### src/rtl/pslf_pkg.sv
// pslf_pkg: shared types and constants of the pam-3 sample level front end
// transaction structs, register indexes, reset values, level codes, fsm states
// no dependencies
package pslf_pkg;

  localparam int unsigned SAMPLE_W = 8;
  localparam int unsigned CFG_IDX_W = 3;

  // register indexes of the configuration port
  localparam logic [CFG_IDX_W-1:0] CFG_DC_ENABLE  = 3'd0;
  localparam logic [CFG_IDX_W-1:0] CFG_DC_HIGH    = 3'd1;
  localparam logic [CFG_IDX_W-1:0] CFG_DC_LOW     = 3'd2;
  localparam logic [CFG_IDX_W-1:0] CFG_LVL_HIGH   = 3'd3;
  localparam logic [CFG_IDX_W-1:0] CFG_LVL_LOW    = 3'd4;
  localparam logic [CFG_IDX_W-1:0] CFG_RISE_ZERO  = 3'd5;
  localparam logic [CFG_IDX_W-1:0] CFG_FALL_ZERO  = 3'd6;

  // register reset values
  localparam logic                RST_DC_ENABLE = 1'b1;
  localparam logic [SAMPLE_W-1:0] RST_DC_HIGH   = 8'd180;
  localparam logic [SAMPLE_W-1:0] RST_DC_LOW    = 8'd70;
  localparam logic [SAMPLE_W-1:0] RST_LVL_HIGH  = 8'd140;
  localparam logic [SAMPLE_W-1:0] RST_LVL_LOW   = 8'd95;
  localparam logic [SAMPLE_W-1:0] RST_RISE_ZERO = 8'd80;
  localparam logic [SAMPLE_W-1:0] RST_FALL_ZERO = 8'd160;

  localparam logic [SAMPLE_W-1:0] SAMPLE_MAX = 8'd255;
  localparam logic [SAMPLE_W-1:0] SAMPLE_MIN = 8'd0;

  // pam-3 level codes, two's complement
  localparam logic signed [1:0] LVL_NEG  = 2'sb11;
  localparam logic signed [1:0] LVL_ZERO = 2'sb00;
  localparam logic signed [1:0] LVL_POS  = 2'sb01;

  typedef struct packed {
    logic [SAMPLE_W-1:0] sample;
    logic                block_first;
    logic                block_last;
  } pslf_in_t;

  typedef struct packed {
    logic signed [1:0]   level;
    logic [SAMPLE_W-1:0] corrected_sample;
    logic                spike_removed;
    logic                result_last;
  } pslf_out_t;

  typedef struct packed {
    logic                dc_enable;
    logic [SAMPLE_W-1:0] dc_high_limit;
    logic [SAMPLE_W-1:0] dc_low_limit;
    logic [SAMPLE_W-1:0] level_high_threshold;
    logic [SAMPLE_W-1:0] level_low_threshold;
    logic [SAMPLE_W-1:0] rise_zero_threshold;
    logic [SAMPLE_W-1:0] fall_zero_threshold;
  } pslf_cfg_t;

  // results of one sample, handed from the level unit to the output queue
  typedef struct packed {
    logic      a_valid;
    pslf_out_t a;
    logic      b_valid;
    pslf_out_t b;
  } pslf_res_t;

  typedef enum logic [1:0] {
    ST_IDLE,
    ST_SCAN,
    ST_CALC
  } pslf_state_e;

endpackage

### src/rtl/pslf_cell.sv
// pslf_cell: one window cell, holds a sample and forwards a running min and max
// depends on pslf_pkg
module pslf_cell import pslf_pkg::*; (
  input  logic                clk_i,
  input  logic                shift_i,
  input  logic [SAMPLE_W-1:0] sample_i,
  input  logic                in_window_i,
  input  logic [SAMPLE_W-1:0] min_i,
  input  logic [SAMPLE_W-1:0] max_i,
  output logic [SAMPLE_W-1:0] sample_o,
  output logic [SAMPLE_W-1:0] min_o,
  output logic [SAMPLE_W-1:0] max_o
);

  logic [SAMPLE_W-1:0] sample_q;
  logic [SAMPLE_W-1:0] min_q, min_d;
  logic [SAMPLE_W-1:0] max_q, max_d;

  always_comb begin
    min_d = min_i;
    max_d = max_i;
    if (in_window_i && (sample_q < min_i)) begin
      min_d = sample_q;
    end
    if (in_window_i && (sample_q > max_i)) begin
      max_d = sample_q;
    end
  end

  always_ff @(posedge clk_i) begin
    if (shift_i) begin
      sample_q <= sample_i;
    end
    min_q <= min_d;
    max_q <= max_d;
  end

  assign sample_o = sample_q;
  assign min_o    = min_q;
  assign max_o    = max_q;

endmodule

### config.mk
export PLATFORM = sky130hd
export DESIGN_NAME = pslf_cell
export DESIGN_NICKNAME = d
export VERILOG_FILES = /design/src/rtl/pslf_pkg.sv /design/src/rtl/pslf_cell.sv
export SDC_FILE = /design/constraint.sdc
export NUM_CORES = 1
export LEC_CHECK = 0
export BUFFER_PORTS_ARGS = -buffer_cell sky130_fd_sc_hd__buf_2
export CAP_MARGIN = 20
export CORE_ASPECT_RATIO = 1.1
export CORE_UTILIZATION = 49
export CTS_CLUSTER_SIZE = 12
export DETAILED_ROUTE_END_ITERATION = 10
export HOLD_SLACK_MARGIN = 0.05
export PLACE_DENSITY = 0.91
export SYNTH_ARGS = -nofsm -noshare
export SYNTH_HDL_FRONTEND = slang
export SYNTH_SLANG_ARGS = --single-unit
### constraint.sdc
create_clock -name clk_i -period 5.3 [get_ports clk_i]
set_clock_uncertainty 0.05 [all_clocks]
set_input_delay 1.06 -clock clk_i [delete_from_list [all_inputs] [get_ports clk_i]]
set_output_delay 1.06 -clock clk_i [all_outputs]
set_load 0.02 [all_outputs]
==> results <==
- The first-pass iteration count of the detailed router is 4.
- The total congestion overflow after global routing is 0.
- The root buffer cell is clkbuf_4.
- The fraction of the core area covered by cells at the end of the flow is between 70% and 80%.
- The effective utilization at floorplan is 54.2%.
- The required arrival time at the worst endpoint is 5470 ps.
- For the worst setup path, the data arrival time is 2860 ps.
- Counting flops and latches in the post-synthesis netlist gives 24.
- The I/O pin total is 51.
- The routed wire length is roughly 2.3 mm.
- The total of hold buffers inserted after clock tree synthesis is 0.
- The area inside the core boundary is 0.00211 mm^2.
- The number of antenna repair diodes is 0.
- The routed length on met3 is 111 um.
- The buffers plus inverters on the worst setup path is 2.
- The number of resized instances in the post-cts repair step is 0.
- The final period demand of the worst path is 2690 ps.
- Dividing total power by cell area gives a power density of 312 mW/mm^2.
- The part of the cycle the worst path needs is 50.7%.
- In the final design database the tool counted 188 nets.
- The library cell used most frequently in the layout, excluding fill and tap cells, is buf_2.
- The die width is approximately 48 um.
- The flow ran to the end, and the final reports show no timing, DRC or antenna violations.
- The CTS tree is yes.
- The number of nets in the synthesized netlist is 133.
- Setup repair after global routing left no endpoint under its margin.
- The number of slew-limit violations in the final report was 0.
- The flop-to-flop setup slack is 2970 ps.
- VDD sags by at most around 0.22 mV.
- The biggest area consumer among synthesized cells is dfxtp_1.
- The final cell area excluding filler cells is between 0.001 and 0.0015 mm^2.
- Each instance of the synthesized netlist takes up on average approximately 13 um^2.
- The worst slack after detailed placement is 2290 ps.
- Adding up every negative setup slack in the final design gives 0 ps.
- The area overhead of the layout relative to synthesis is 29.6%.
- The die outline height is about 53 um.
- The detailed placement HPWL is 1.82 mm.
- The topmost layer with routed signal wires is met4.
- For this block, the via count after detailed routing is 868.
- The detailed-route wire length on metal 1 is 939 um.
- The congestion estimate from routability-driven global placement came to 0.843.
- The number of global-route vias before repair was 856.
- The cell count after synthesis came out at 91.
- The clock passes through at most 2 buffers.
- The cell area that synthesis handed to floorplanning was 0.00114 mm^2.
- By startpoint and endpoint, the worst setup path is classified as in -> reg.
- The final setup violation count is 0.
- The count of distinct cell types in the synthesized netlist is 21.
- The number of violations reported at the end of detailed-routing iteration 0 is 4.
- The total of fill cells in the finished design is roughly 150.
- The number of synthesis warnings is 0.
- Setup slack closes at 2610 ps.
- Once placement finished, the instance area stood at around 0.0014 mm^2.
- In this run the biggest area consumer among cell types represents ~28% of the synthesized area.
- The critical path's largest stage delay is 400 ps.
- The max-capacitance violation count is 0.
- In the layout the commonest cells are 50 x buf_2, 16 x mux2_2, 16 x dfxtp_1, 15 x inv_1, 15 x ha_1.
- The number of standard-cell rows in the floorplan is 17.
- The maximum net fanout on the critical path is 8.
- Among all stages on the critical path, the largest delay is contributed by a221o_1.
- The total global-route track usage is 21.2%.
- In the final routed layout, each cell accounts on average for 13.4 um.
- STA classifies the critical path startpoint as an input pin.
- In this run, CTS created clock tree buffers numbering 3.
- The remaining max-slew budget at the tightest pin is 70.3%.
- The quantity of I/O buffers inserted on ports is 50.
- Entering global routing, the biggest net connects 15 pins.
- After detailed routing, the number of vias per cell comes to ~5.0.
- The full die area is 0.00253 mm^2.
- In this run the remaining antenna-violating nets after routing total 0.
- Yosys attributes the largest share of cell area to dfxtp_1 28%, edfxtp_1 21%, ha_1 16%.
- The later pin in the worst-skew pair is clocked with a latency of 320 ps.
- The ratio of cells with drive above 1 in the final layout is 49.7%.
- The nature of the critical path endpoint is a flop.
- The leakage power figure is 0.746 nW.
- Of the synthesized area, sequential elements account for 49.1%.
- The clock slew seen by the registers of the worst setup and hold paths is 130 ps.
- CTS built an H-tree with a depth of 1.
- Walking the worst path, the cells encountered are buf_2 -> inv_1 -> ha_1 -> and3_1 -> a221o_1 -> a31oi_4 -> mux2_2.
- The buffer count from post-CTS setup fixing is 0.
- The final number of hold-violating endpoints was 0.
- After detailed routing, the met2 layer carries 1.23 mm of wire.
- At the pin with the least slew margin, the transition time is 446 ps.
- The first global-routing pass estimated between 3 and 4 mm of wire.
- The top cell family by delay on the critical path is compound AO/OA/AOI/OAI gates.
- Clock tree synthesis found a total of 24 sinks.
- The post-detailed-route DRC marker count is 0.
- The classification of the worst-slack hold path is reg -> reg.
- The number of antenna violations at the first check in global routing came to 0.
- The peak clock frequency supported by timing is ~370 MHz.
## Yosys cell counts
master / instances
ha_1: 15
a21oi_1: 4
o31ai_4: 1
nand4_1: 2
a221o_1: 1
nor2_1: 1
o21a_1: 1
dfxtp_1: 16
o21ai_0: 1
nor2b_1: 1
and3_1: 1
edfxtp_1: 8
mux2_2: 16
nand2_1: 1
o211ai_1: 1
a21o_1: 1
nand2b_1: 2
o21ai_1: 1
inv_1: 15
a31oi_4: 1
a211oi_1: 1
## area by class of cell
type                            instances  area, um^2  area share (%)
Inverter                               15        56.3            3.80
Clock buffer                            3        22.5            1.52
Timing Repair Buffer                   50         250            16.9
Clock inverter                          1        30.0            2.03
Tap cell                               28        35.0            2.37
Sequential cell                        24         561            37.9
Multi-Input combinational cell         52         526            35.5
## registers in the layout, indices dropped and copies added (netlist names)
name / flops
max_o: 8
sample_o: 8
min_o: 8
## final timing paths
check,end,depth (start not counted),startpoint
max reg2reg,min_o[5]$_DFF_P_,5,sample_o[7]$_DFFE_PP_
max,min_o[5]$_DFF_P_,7,min_i[7]
min reg2reg,min_o[6]$_DFF_P_,1,sample_o[6]$_DFFE_PP_
min,min_o[6]$_DFF_P_,1,sample_o[6]$_DFFE_PP_
## power breakdown
group	switching, mW	internal [mW]
combinational	0.0610	0.0489
sequential	0.00980	0.209
clock	0.0560	0.0765
total	0.127	0.335
## kinds of logic after synthesis
group                      Yosys count  synth area share, %
buffers and inverters               15                 4.93
and+or+nand+nor                      8                 3.94
AOI/OAI and AO/OA                   13                 9.86
adders and majority gates           15                 16.4
DFF                                 24                 49.1
muxes                               16                 15.8
## per-stage QoR
stage	power, mW	instances	hold WS, ps
global placement	0.327	169	517
detailed placement	0.333	169	537
CTS	0.464	173	576
global route	0.485	173	608
finish	0.462	173	582
floorplan	0.292	91	641
## per-layer routing
metal / vias to the layer above / GRT usage [%]
met5: - / 0
met4: 0 / 6.94
met3: 6 / 5.52
met2: 32 / 36.3
met1: 399 / 24.8
li1: 431 / -
Note: power is estimated with default switching activity, not from simulation.
