<file path="src/rtl/pslf_pkg.sv">
// pslf_pkg: shared types and constants of the pam-3 sample level front end
// transaction structs, register indexes, reset values, level codes, fsm states
// no dependencies
package pslf_pkg;

  localparam int unsigned SAMPLE_W = 8;
  localparam int unsigned CFG_IDX_W = 3;

  // register indexes of the configuration port
  localparam logic [CFG_IDX_W-1:0] CFG_DC_ENABLE  = 3'd0;
  localparam logic [CFG_IDX_W-1:0] CFG_DC_HIGH    = 3'd1;
  localparam logic [CFG_IDX_W-1:0] CFG_DC_LOW     = 3'd2;
  localparam logic [CFG_IDX_W-1:0] CFG_LVL_HIGH   = 3'd3;
  localparam logic [CFG_IDX_W-1:0] CFG_LVL_LOW    = 3'd4;
  localparam logic [CFG_IDX_W-1:0] CFG_RISE_ZERO  = 3'd5;
  localparam logic [CFG_IDX_W-1:0] CFG_FALL_ZERO  = 3'd6;

  // register reset values
  localparam logic                RST_DC_ENABLE = 1'b1;
  localparam logic [SAMPLE_W-1:0] RST_DC_HIGH   = 8'd180;
  localparam logic [SAMPLE_W-1:0] RST_DC_LOW    = 8'd70;
  localparam logic [SAMPLE_W-1:0] RST_LVL_HIGH  = 8'd140;
  localparam logic [SAMPLE_W-1:0] RST_LVL_LOW   = 8'd95;
  localparam logic [SAMPLE_W-1:0] RST_RISE_ZERO = 8'd80;
  localparam logic [SAMPLE_W-1:0] RST_FALL_ZERO = 8'd160;

  localparam logic [SAMPLE_W-1:0] SAMPLE_MAX = 8'd255;
  localparam logic [SAMPLE_W-1:0] SAMPLE_MIN = 8'd0;

  // pam-3 level codes, two's complement
  localparam logic signed [1:0] LVL_NEG  = 2'sb11;
  localparam logic signed [1:0] LVL_ZERO = 2'sb00;
  localparam logic signed [1:0] LVL_POS  = 2'sb01;

  typedef struct packed {
    logic [SAMPLE_W-1:0] sample;
    logic                block_first;
    logic                block_last;
  } pslf_in_t;

  typedef struct packed {
    logic signed [1:0]   level;
    logic [SAMPLE_W-1:0] corrected_sample;
    logic                spike_removed;
    logic                result_last;
  } pslf_out_t;

  typedef struct packed {
    logic                dc_enable;
    logic [SAMPLE_W-1:0] dc_high_limit;
    logic [SAMPLE_W-1:0] dc_low_limit;
    logic [SAMPLE_W-1:0] level_high_threshold;
    logic [SAMPLE_W-1:0] level_low_threshold;
    logic [SAMPLE_W-1:0] rise_zero_threshold;
    logic [SAMPLE_W-1:0] fall_zero_threshold;
  } pslf_cfg_t;

  // results of one sample, handed from the level unit to the output queue
  typedef struct packed {
    logic      a_valid;
    pslf_out_t a;
    logic      b_valid;
    pslf_out_t b;
  } pslf_res_t;

  typedef enum logic [1:0] {
    ST_IDLE,
    ST_SCAN,
    ST_CALC
  } pslf_state_e;

endpackage

</file>
<file path="src/rtl/pslf_level.sv">
// pslf_level: dc correction, level classification, spike filter and held result
// depends on pslf_pkg
module pslf_level import pslf_pkg::*; (
  input  logic                clk_i,
  input  logic                rst_ni,
  input  pslf_cfg_t           cfg_i,
  input  pslf_in_t            item_i,
  input  logic [SAMPLE_W-1:0] win_min_i,
  input  logic [SAMPLE_W-1:0] win_max_i,
  input  logic                commit_i,
  output pslf_res_t           res_o
);

  logic [SAMPLE_W-1:0] prev_corr_q;
  logic signed [1:0]   prev_level_q;
  logic signed [1:0]   held_level_q;
  logic [SAMPLE_W-1:0] held_corr_q;
  logic signed [1:0]   emitted_q;
  logic                held_valid_q;
  logic                held_first_q;

  logic [SAMPLE_W:0]   sum;
  logic [SAMPLE_W:0]   shifted;
  logic [SAMPLE_W-1:0] corr;
  logic signed [1:0]   base_level;
  logic signed [1:0]   lv;
  logic                spike;
  logic signed [1:0]   held_out;
  logic                first;

  assign first = item_i.block_first;

  always_comb begin
    sum     = {1'b0, item_i.sample} + {1'b0, cfg_i.level_low_threshold};
    shifted = (sum >= {1'b0, win_min_i}) ? (sum - {1'b0, win_min_i}) : '0;
    corr    = item_i.sample;
    if (cfg_i.dc_enable && (win_max_i > cfg_i.dc_high_limit)
        && (win_min_i < cfg_i.dc_low_limit) && (shifted < {1'b0, SAMPLE_MAX})) begin
      corr = shifted[SAMPLE_W-1:0];
    end
  end

  // slope dependent thresholds, the level is held when none applies
  always_comb begin
    base_level = first ? LVL_ZERO : prev_level_q;
    lv         = base_level;
    if (first || (corr == prev_corr_q)) begin
      if (corr >= cfg_i.level_high_threshold) begin
        lv = LVL_POS;
      end else if (corr <= cfg_i.level_low_threshold) begin
        lv = LVL_NEG;
      end
    end else if (corr > prev_corr_q) begin
      if (corr >= cfg_i.level_high_threshold) begin
        lv = LVL_POS;
      end else if (corr > cfg_i.rise_zero_threshold) begin
        lv = LVL_ZERO;
      end
    end else begin
      if (corr <= cfg_i.level_low_threshold) begin
        lv = LVL_NEG;
      end else if (corr < cfg_i.fall_zero_threshold) begin
        lv = LVL_ZERO;
      end
    end
  end

  // single sample spike between equal neighbours
  always_comb begin
    spike = !held_first_q && (held_level_q != emitted_q) && (held_level_q != lv)
            && (emitted_q == lv);
    held_out = spike ? emitted_q : held_level_q;
  end

  always_comb begin
    res_o.a_valid = held_valid_q;
    if (first) begin
      // new block flushes the held result unfiltered
      res_o.a = '{level: held_level_q, corrected_sample: held_corr_q,
                  spike_removed: 1'b0, result_last: 1'b0};
    end else begin
      res_o.a = '{level: held_out, corrected_sample: held_corr_q,
                  spike_removed: spike, result_last: 1'b0};
    end
    res_o.b_valid = item_i.block_last;
    res_o.b       = '{level: lv, corrected_sample: corr,
                      spike_removed: 1'b0, result_last: 1'b1};
  end

  always_ff @(posedge clk_i or negedge rst_ni) begin
    if (!rst_ni) begin
      prev_corr_q  <= '0;
      prev_level_q <= LVL_ZERO;
      held_level_q <= LVL_ZERO;
      held_corr_q  <= '0;
      emitted_q    <= LVL_ZERO;
      held_valid_q <= 1'b0;
      held_first_q <= 1'b0;
    end else if (commit_i) begin
      prev_corr_q  <= corr;
      prev_level_q <= lv;
      if (held_valid_q && !first) begin
        emitted_q <= held_out;
      end
      if (item_i.block_last) begin
        held_valid_q <= 1'b0;
      end else begin
        held_level_q <= lv;
        held_corr_q  <= corr;
        held_first_q <= first;
        held_valid_q <= 1'b1;
      end
    end
  end

endmodule

</file>
<file path="config.mk">
export PLATFORM = sky130hd
export DESIGN_NAME = pslf_level
export DESIGN_NICKNAME = d
export VERILOG_FILES = /design/src/rtl/pslf_pkg.sv /design/src/rtl/pslf_level.sv
export SDC_FILE = /design/constraint.sdc
export NUM_CORES = 1
export LEC_CHECK = 0
export BUFFER_PORTS_ARGS = -buffer_cell sky130_fd_sc_hd__clkbuf_2
export CORE_MARGIN = 5
export CORE_UTILIZATION = 49
export CTS_CLUSTER_DIAMETER = 40
export DETAILED_ROUTE_END_ITERATION = 7
export PLACE_DENSITY = 0.79
export REMOVE_ABC_BUFFERS = 1
export SLEW_MARGIN = 20
export SYNTH_ARGS = -nofsm -noshare
export SYNTH_HDL_FRONTEND = slang
export SYNTH_SLANG_ARGS = --single-unit
</file>
<file path="constraint.sdc">
create_clock -name clk_i -period 10.4 [get_ports clk_i]
set_input_delay 2.08 -clock clk_i [delete_from_list [all_inputs] [get_ports clk_i]]
set_output_delay 2.08 -clock clk_i [all_outputs]
set_load 0.005 [all_outputs]
</file>
==> results_dict.tcl, run 1 <==
set metrics [dict create \
    cp.arrival_ns 8.12 \
    slowest_delay_ns 0.56 \
    synth-seq-area-share 0.1633 \
    dp_hpwl_um 8883 \
    grt-ovfl-total 0 \
    vias_per_cell 5.523 \
    slew_viol_final 0 \
    start_kind "input port" \
    instances_no_fill 713 \
    fin_crit_sh 0.9803 \
    synth_edf_count 0 \
    rrSetupSlack_ns 7.55 \
    synth_area_um2 3679 \
    rows 31 \
    power.switching_mw 0.2836 \
    hp-class "register to register" \
    fmax_ghz 0.09808 \
    seqPwrFrac 0.206 \
    yosys_warnings 0 \
    fin_total_pwr_mw 0.6609 \
    h-tree-depth 1 \
    finalHoldViolations 0 \
    grt_pass1_wl_um 17190 \
    syn_area_per_cell_um2 7.777 \
    dr_total_vias 3938 \
    die_y_um 96.65 \
    slew_headroom 0.5416 \
    synth_top_family_by_area "compound AO/OA/AOI/OAI gates" \
    routedWlPerCell_um 15.18 \
    status "finished clean" \
    crit_path_frequent_cell "a21oi_2" \
    dieArea_um2 9340 \
    synth_xor_area_frac 0.02619 \
    path_max_fanout 5 \
    worst_slew_pin_slew_ns 0.6876 \
    pwr_density_cell_nw_per_um2 137.0 \
    gp_congestion 0.8900 \
    internal_power_mw 0.3773 \
    ys.flop_type "dfrtp_1" \
    post-route-drc-count 0 \
    clockRootBuffer "clkbuf_8" \
    finish.net_count 761 \
    muxShareOfSynthArea 0.01769 \
    grt_antenna_before_repair 0 \
    num_antenna_cells 0 \
    hold_buffers 0 \
    fill_cells 622 \
    synth-adder-area-share 0.2354 \
    maxCapViolCount 0 \
    port_buffers 100 \
    drtIter0Drc 194 \
    required_ns 8.32 \
    postSynthCellCount 473 \
    ant_nets 0 \
    grt_pass1_vias 3894 \
    clk_path_buf_depth 2 \
    cts_tree "built" \
    clk_pin_slew_ns 0.09 \
    p_leak_nw 2.641 \
    synth_compound_area_frac 0.2646 \
    dp_cells 699 \
    grtUsageTotal 0.2107 \
    setup_violations 0 \
    worst_path_max_delay_cell "or4_4" \
    clock-sinks 24 \
    clock_latency_ns 0.27 \
    synth_seq_cells 24 \
    pwr-share-comb 0.668 \
    synth-simple-area-share 0.1765 \
    die_w_um 96.65 \
    endpoint_kind "output pin" \
    cts_made_buffers 3 \
    async_reset_ff_frac 1.000 \
    synth_cell_types 66 \
    finalCriticalPeriod_ns 10.20 \
    first_pass_iters 4 \
    ios 104 \
    crit_type "input port to output pin" \
    finalWirelength_um 10820 \
    coreArea_um2 7292 \
    irDropWorstVdd_uv 83.92 \
    p_clk_frac 0.126 \
    finalClockSkew_ns 0.0009589 \
    drive_gt1_frac 0.3485 \
    initial_core_util 0.5045 \
    swShare 0.4291 \
    area_delta_synth_final_pct 31.16 \
    grt_max_degree 25 \
]
==> metal layers <==
metal | GRT usage | routed length (µm) | vias up
met4 | 0.04320 | 163 | 0
met5 | 0 | 0 | -
li1 | - | - | 1953
met3 | 0.04101 | 582 | 14
met1 | 0.2477 | 4516 | 1854
met2 | 0.3944 | 5560 | 117
==> area by class of cell <==
class	count	area (µm²)	share of cell area
clock buffer	3	41.29	0.008558
clock inverter	1	30.03	0.006224
inverter	80	300.3	0.06224
multi-input combinational	355	2845	0.5897
sequential	24	600.6	0.1245
tap	99	123.9	0.02567
timing repair buffer	151	883.3	0.1831
==> power by group through the flow <==
stage	registers (mW)	logic, mW	clock network, mW
2_1_floorplan	0.132	0.247	0
6_report	0.136	0.442	0.0830
3_5_place_dp	0.136	0.391	0
3_3_place_gp	0.135	0.378	0
4_1_cts	0.135	0.400	0.0827
5_1_grt	0.139	0.486	0.0864
==> registers in the layout, indices dropped and copies added, names as in the netlist <==
| register | flops |
|---|---|
| held_level_q | 2 |
| held_first_q | 1 |
| prev_corr_q | 8 |
| emitted_q | 2 |
| prev_level_q | 2 |
| held_valid_q | 1 |
| held_corr_q | 8 |
==> layout by cell type, fill, tap and decap left out, types with 12 or more instances in the layout <==
| cell | count |
|---|---|
| a21o_1 | 14 |
| nor2_1 | 26 |
| nor3_1 | 12 |
| buf_4 | 51 |
| dfrtp_1 | 24 |
| inv_1 | 74 |
| ha_1 | 64 |
| o21ai_0 | 26 |
| a21oi_1 | 27 |
| clkbuf_2 | 100 |
| nand2_1 | 30 |
==> critical path: cells and delay by family <==
family / cells / cell delay (ns)
simple gates: 7 / 1.18
buf+inv: 6 / 0.62
compound gates: 13 / 2.96
fa+ha+maj: 4 / 1.14
xor+xnor: 1 / 0.16
==> synthesized netlist by cell type, drive strengths merged, types with 5 or more instances <==
| cell | number | area (µm²) |
|---|---|---|
| o21bai | 5 | 37.54 |
| xnor2 | 7 | 61.31 |
| nand4 | 9 | 56.30 |
| nand2b | 6 | 37.54 |
| nand3 | 10 | 50.05 |
| buf | 11 | 101.3 |
| nor2b | 8 | 57.55 |
| inv | 80 | 300.3 |
| o21a | 6 | 45.04 |
| clkbuf | 5 | 18.77 |
| nand2 | 32 | 120.1 |
| a21o | 15 | 113.9 |
| dfrtp | 24 | 600.6 |
| nor3 | 13 | 65.06 |
| ha | 66 | 825.8 |
| nor2 | 28 | 105.1 |
| a21oi | 39 | 198.9 |
| a211oi | 6 | 45.04 |
| o21ai | 30 | 150.1 |
==> worst paths after layout <==
| kind | startpoint | end | depth (start not counted) |
|---|---|---|---|
| worst max-delay path | cfg_i[16] | res_o[24] | 31 |
| worst min-delay path | held_corr_q[1]$_DFFE_PN0P_ | held_corr_q[1]$_DFFE_PN0P_ | 2 |
| worst max register to register | prev_corr_q[2]$_DFFE_PN0P_ | emitted_q[1]$_DFFE_PN0P_ | 14 |
| worst min register to register | held_corr_q[1]$_DFFE_PN0P_ | held_corr_q[1]$_DFFE_PN0P_ | 2 |
| max in group asynchronous | rst_ni | prev_corr_q[6]$_DFFE_PN0P_ | 1 |
| min in group asynchronous | rst_ni | held_level_q[0]$_DFFE_PN0P_ | 1 |
==> cell families (layout without fill, tap and decap cells) <==
logic type,Yosys count,count (layout)
muxes,6,6
adders and majority gates,68,68
DFF,24,24
xor gates and xnor gates,11,11
and+or+nand+nor,128,129
other,2,3
AOI/OAI and AO/OA,138,138
buffers and inverters,96,235
==> timing repair <==
action | CTS | global route
endpoints found under the setup margin | 3 | 5
setup buffers | 0 | 9
cloned | 0 | 1
gates resized for setup | 9 | 34
pin swaps | 0 | 13
==> through the flow <==
stage                     setup TNS, ns  hold slack [ns]  utilization  setup WS [ns]  instance area [µm²]
after floorplan                       0           0.4733            -         0.2290                 3562
after global placement          -0.2738           0.4668       0.6174        -0.1587                 4502
after detailed placement        -0.7439           0.4699       0.6174        -0.3159                 4502
after CTS                             0           0.4891       0.6316        0.03737                 4606
after global routing            -0.1033           0.5294       0.6616       -0.07331                 4825
final                                 0           0.4873       0.6616         0.2046                 4825
(Power assumes the default switching activity.)
==> run 2: changes to the inputs <==
--- a/config.mk
+++ b/config.mk
@@ -10,6 +10,7 @@
 export CORE_UTILIZATION = 49
 export CTS_CLUSTER_DIAMETER = 40
 export DETAILED_ROUTE_END_ITERATION = 7
+export MAX_ROUTING_LAYER = met4
 export PLACE_DENSITY = 0.79
 export REMOVE_ABC_BUFFERS = 1
 export SLEW_MARGIN = 20
==> results_dict.tcl, run 2 (synthesized netlist as in run 1, its figures left out) <==
set metrics [dict create \
    finalWirelength_um 10630 \
    clk_path_buf_depth 2 \
    final_cell_mix "clkbuf_2 (99), inv_1 (75), ha_1 (62), buf_4 (52)" \
    grtUsageTotal 0.2146 \
    p_leak_nw 2.653 \
    port_buffers 100 \
    path_max_fanout 5 \
    ant_nets 0 \
    post-route-drc-count 0 \
    reg_top3 "held_corr_q: 8 flops, prev_corr_q: 8 flops" \
    fin_crit_sh 0.9829 \
    swShare 0.4292 \
    finalWorstSetupSlack_ns 0.1780 \
    final_core_util 0.6651 \
    ios 104 \
    num_antenna_cells 0 \
    r2r-end "emitted_q[0]$_DFFE_PN0P_" \
    status "finished clean" \
    grt-ovfl-total 0 \
    holdWs_ns 0.4864 \
    grt_pass1_vias 3830 \
    dp_hpwl_um 8600 \
    start_kind "input port" \
    instances_no_fill 715 \
    die_y_um 96.65 \
    setup_violations 0 \
    die_w_um 96.65 \
    fmax_ghz 0.09783 \
    stdcell_area_um2 4850 \
    area_delta_synth_final_pct 31.84 \
    irDropWorstVdd_uv 77.52 \
    grt_antenna_before_repair 0 \
    cp.arrival_ns 8.14 \
    hp-class "register to register" \
    crit_type "input port to output pin" \
    dieArea_um2 9340 \
    pwr_density_cell_nw_per_um2 135.7 \
    routedWlPerCell_um 14.87 \
    grt_pass1_wl_um 16920 \
    min_to "held_corr_q[6]$_DFFE_PN0P_" \
    finalCriticalPeriod_ns 10.22 \
    dp_slack_ns -0.2659 \
    dp_cells 699 \
    rows 31 \
    clock_latency_ns 0.27 \
    first_pass_iters 4 \
    coreArea_um2 7292 \
    h-tree-depth 1 \
    grt_max_degree 25 \
    internal_power_mw 0.3756 \
    initial_core_util 0.5045 \
    drtIter0Drc 208 \
    p_clk_frac 0.125 \
    crit_path_frequent_cell "nand2_1" \
    rrSetupSlack_ns 7.50 \
    layout_commonest_cell "clkbuf_2" \
    fill_cells 598 \
    reg2reg_from "prev_corr_q[2]$_DFFE_PN0P_" \
    gp_congestion 0.8959 \
    slew_headroom 0.5444 \
    maxCapViolCount 0 \
    clockRootBuffer "clkbuf_8" \
    finish.net_count 763 \
    finalHoldViolations 0 \
    pwr-share-comb 0.668 \
    power.switching_mw 0.2824 \
    worstHoldStart "held_corr_q[6]$_DFFE_PN0P_" \
    endpoint_kind "output pin" \
    slew_viol_final 0 \
    cts_made_buffers 3 \
    vias_per_cell 5.462 \
    hold_depth 2 \
    clock-sinks 24 \
    worst_slew_pin_slew_ns 0.6834 \
    reg2reg_depth 14 \
    cts_tree "built" \
    slowest_delay_ns 0.56 \
    drive_gt1_frac 0.3377 \
    dr_total_vias 3905 \
    finalClockSkew_ns 0.005255 \
    clk_pin_slew_ns 0.09 \
    seqPwrFrac 0.207 \
    place_area_um2 4502 \
    worst_path_max_delay_cell "or4_4" \
    required_ns 8.32 \
]
## run 2: power groups by stage
stage                     clock, mW  combinational, mW  sequential (mW)
after floorplan                   0              0.247            0.132
after global placement            0              0.379            0.135
after detailed placement          0              0.390            0.137
after CTS                    0.0833              0.398            0.135
after global routing         0.0872              0.484            0.139
final                        0.0823              0.440            0.136
## run 2: metrics by stage
step	power (mW)	setup TNS, ns
after global placement	0.5146	-0.2970
final	0.6580	0
after CTS	0.6160	0
after floorplan	0.3798	0
after detailed placement	0.5262	-0.5356
after global routing	0.7110	-0.1293
## run 2: worst max-delay path by stage
| stage | startpoint | to | slack [ns] |
|---|---|---|---|
| final | item_i[2] | res_o[24] | 0.18 |
| after global routing | cfg_i[17] | res_o[24] | -0.08 |
| after CTS | cfg_i[16] | res_o[23] | 0.01 |
| after detailed placement | cfg_i[16] | res_o[24] | -0.27 |
| after global placement | cfg_i[16] | res_o[24] | -0.16 |
| after floorplan | cfg_i[16] | res_o[24] | 0.23 |
## run 2: repair_timing
action,4_1_cts,5_1_grt
setup buffers,0,11
hold buffers,0,0
cloned,0,1
pin swaps,0,21
resized for setup,6,35
endpoints found under the setup margin,3,5
## run 2: critical path: cells and delay by family
family	cells	cell delay [ns]
adders and majority gates	4	1.02
xor gates and xnor gates	1	0.15
AOI/OAI and AO/OA	13	2.92
buffers and inverters	6	0.59
and+or+nand+nor	10	1.37
## run 2: layout make-up
| class | instances | area (µm²) | area share |
|---|---|---|---|
| well taps | 99 | 123.9 | 0.02554 |
| inverters | 80 | 300.3 | 0.06192 |
| clock inverters | 1 | 30.03 | 0.006192 |
| repair buffers | 153 | 902.1 | 0.1860 |
| multi-input cells | 355 | 2851 | 0.5880 |
| clock buffers | 3 | 41.29 | 0.008514 |
| flip-flops and latches | 24 | 600.6 | 0.1238 |
## run 2: layer usage
metal | wire length [µm] | global-route usage
met1 | 4437 | 0.2527
met2 | 5365 | 0.3806
met3 | 573 | 0.03453
met4 | 257 | 0.05400
met5 | 0 | -
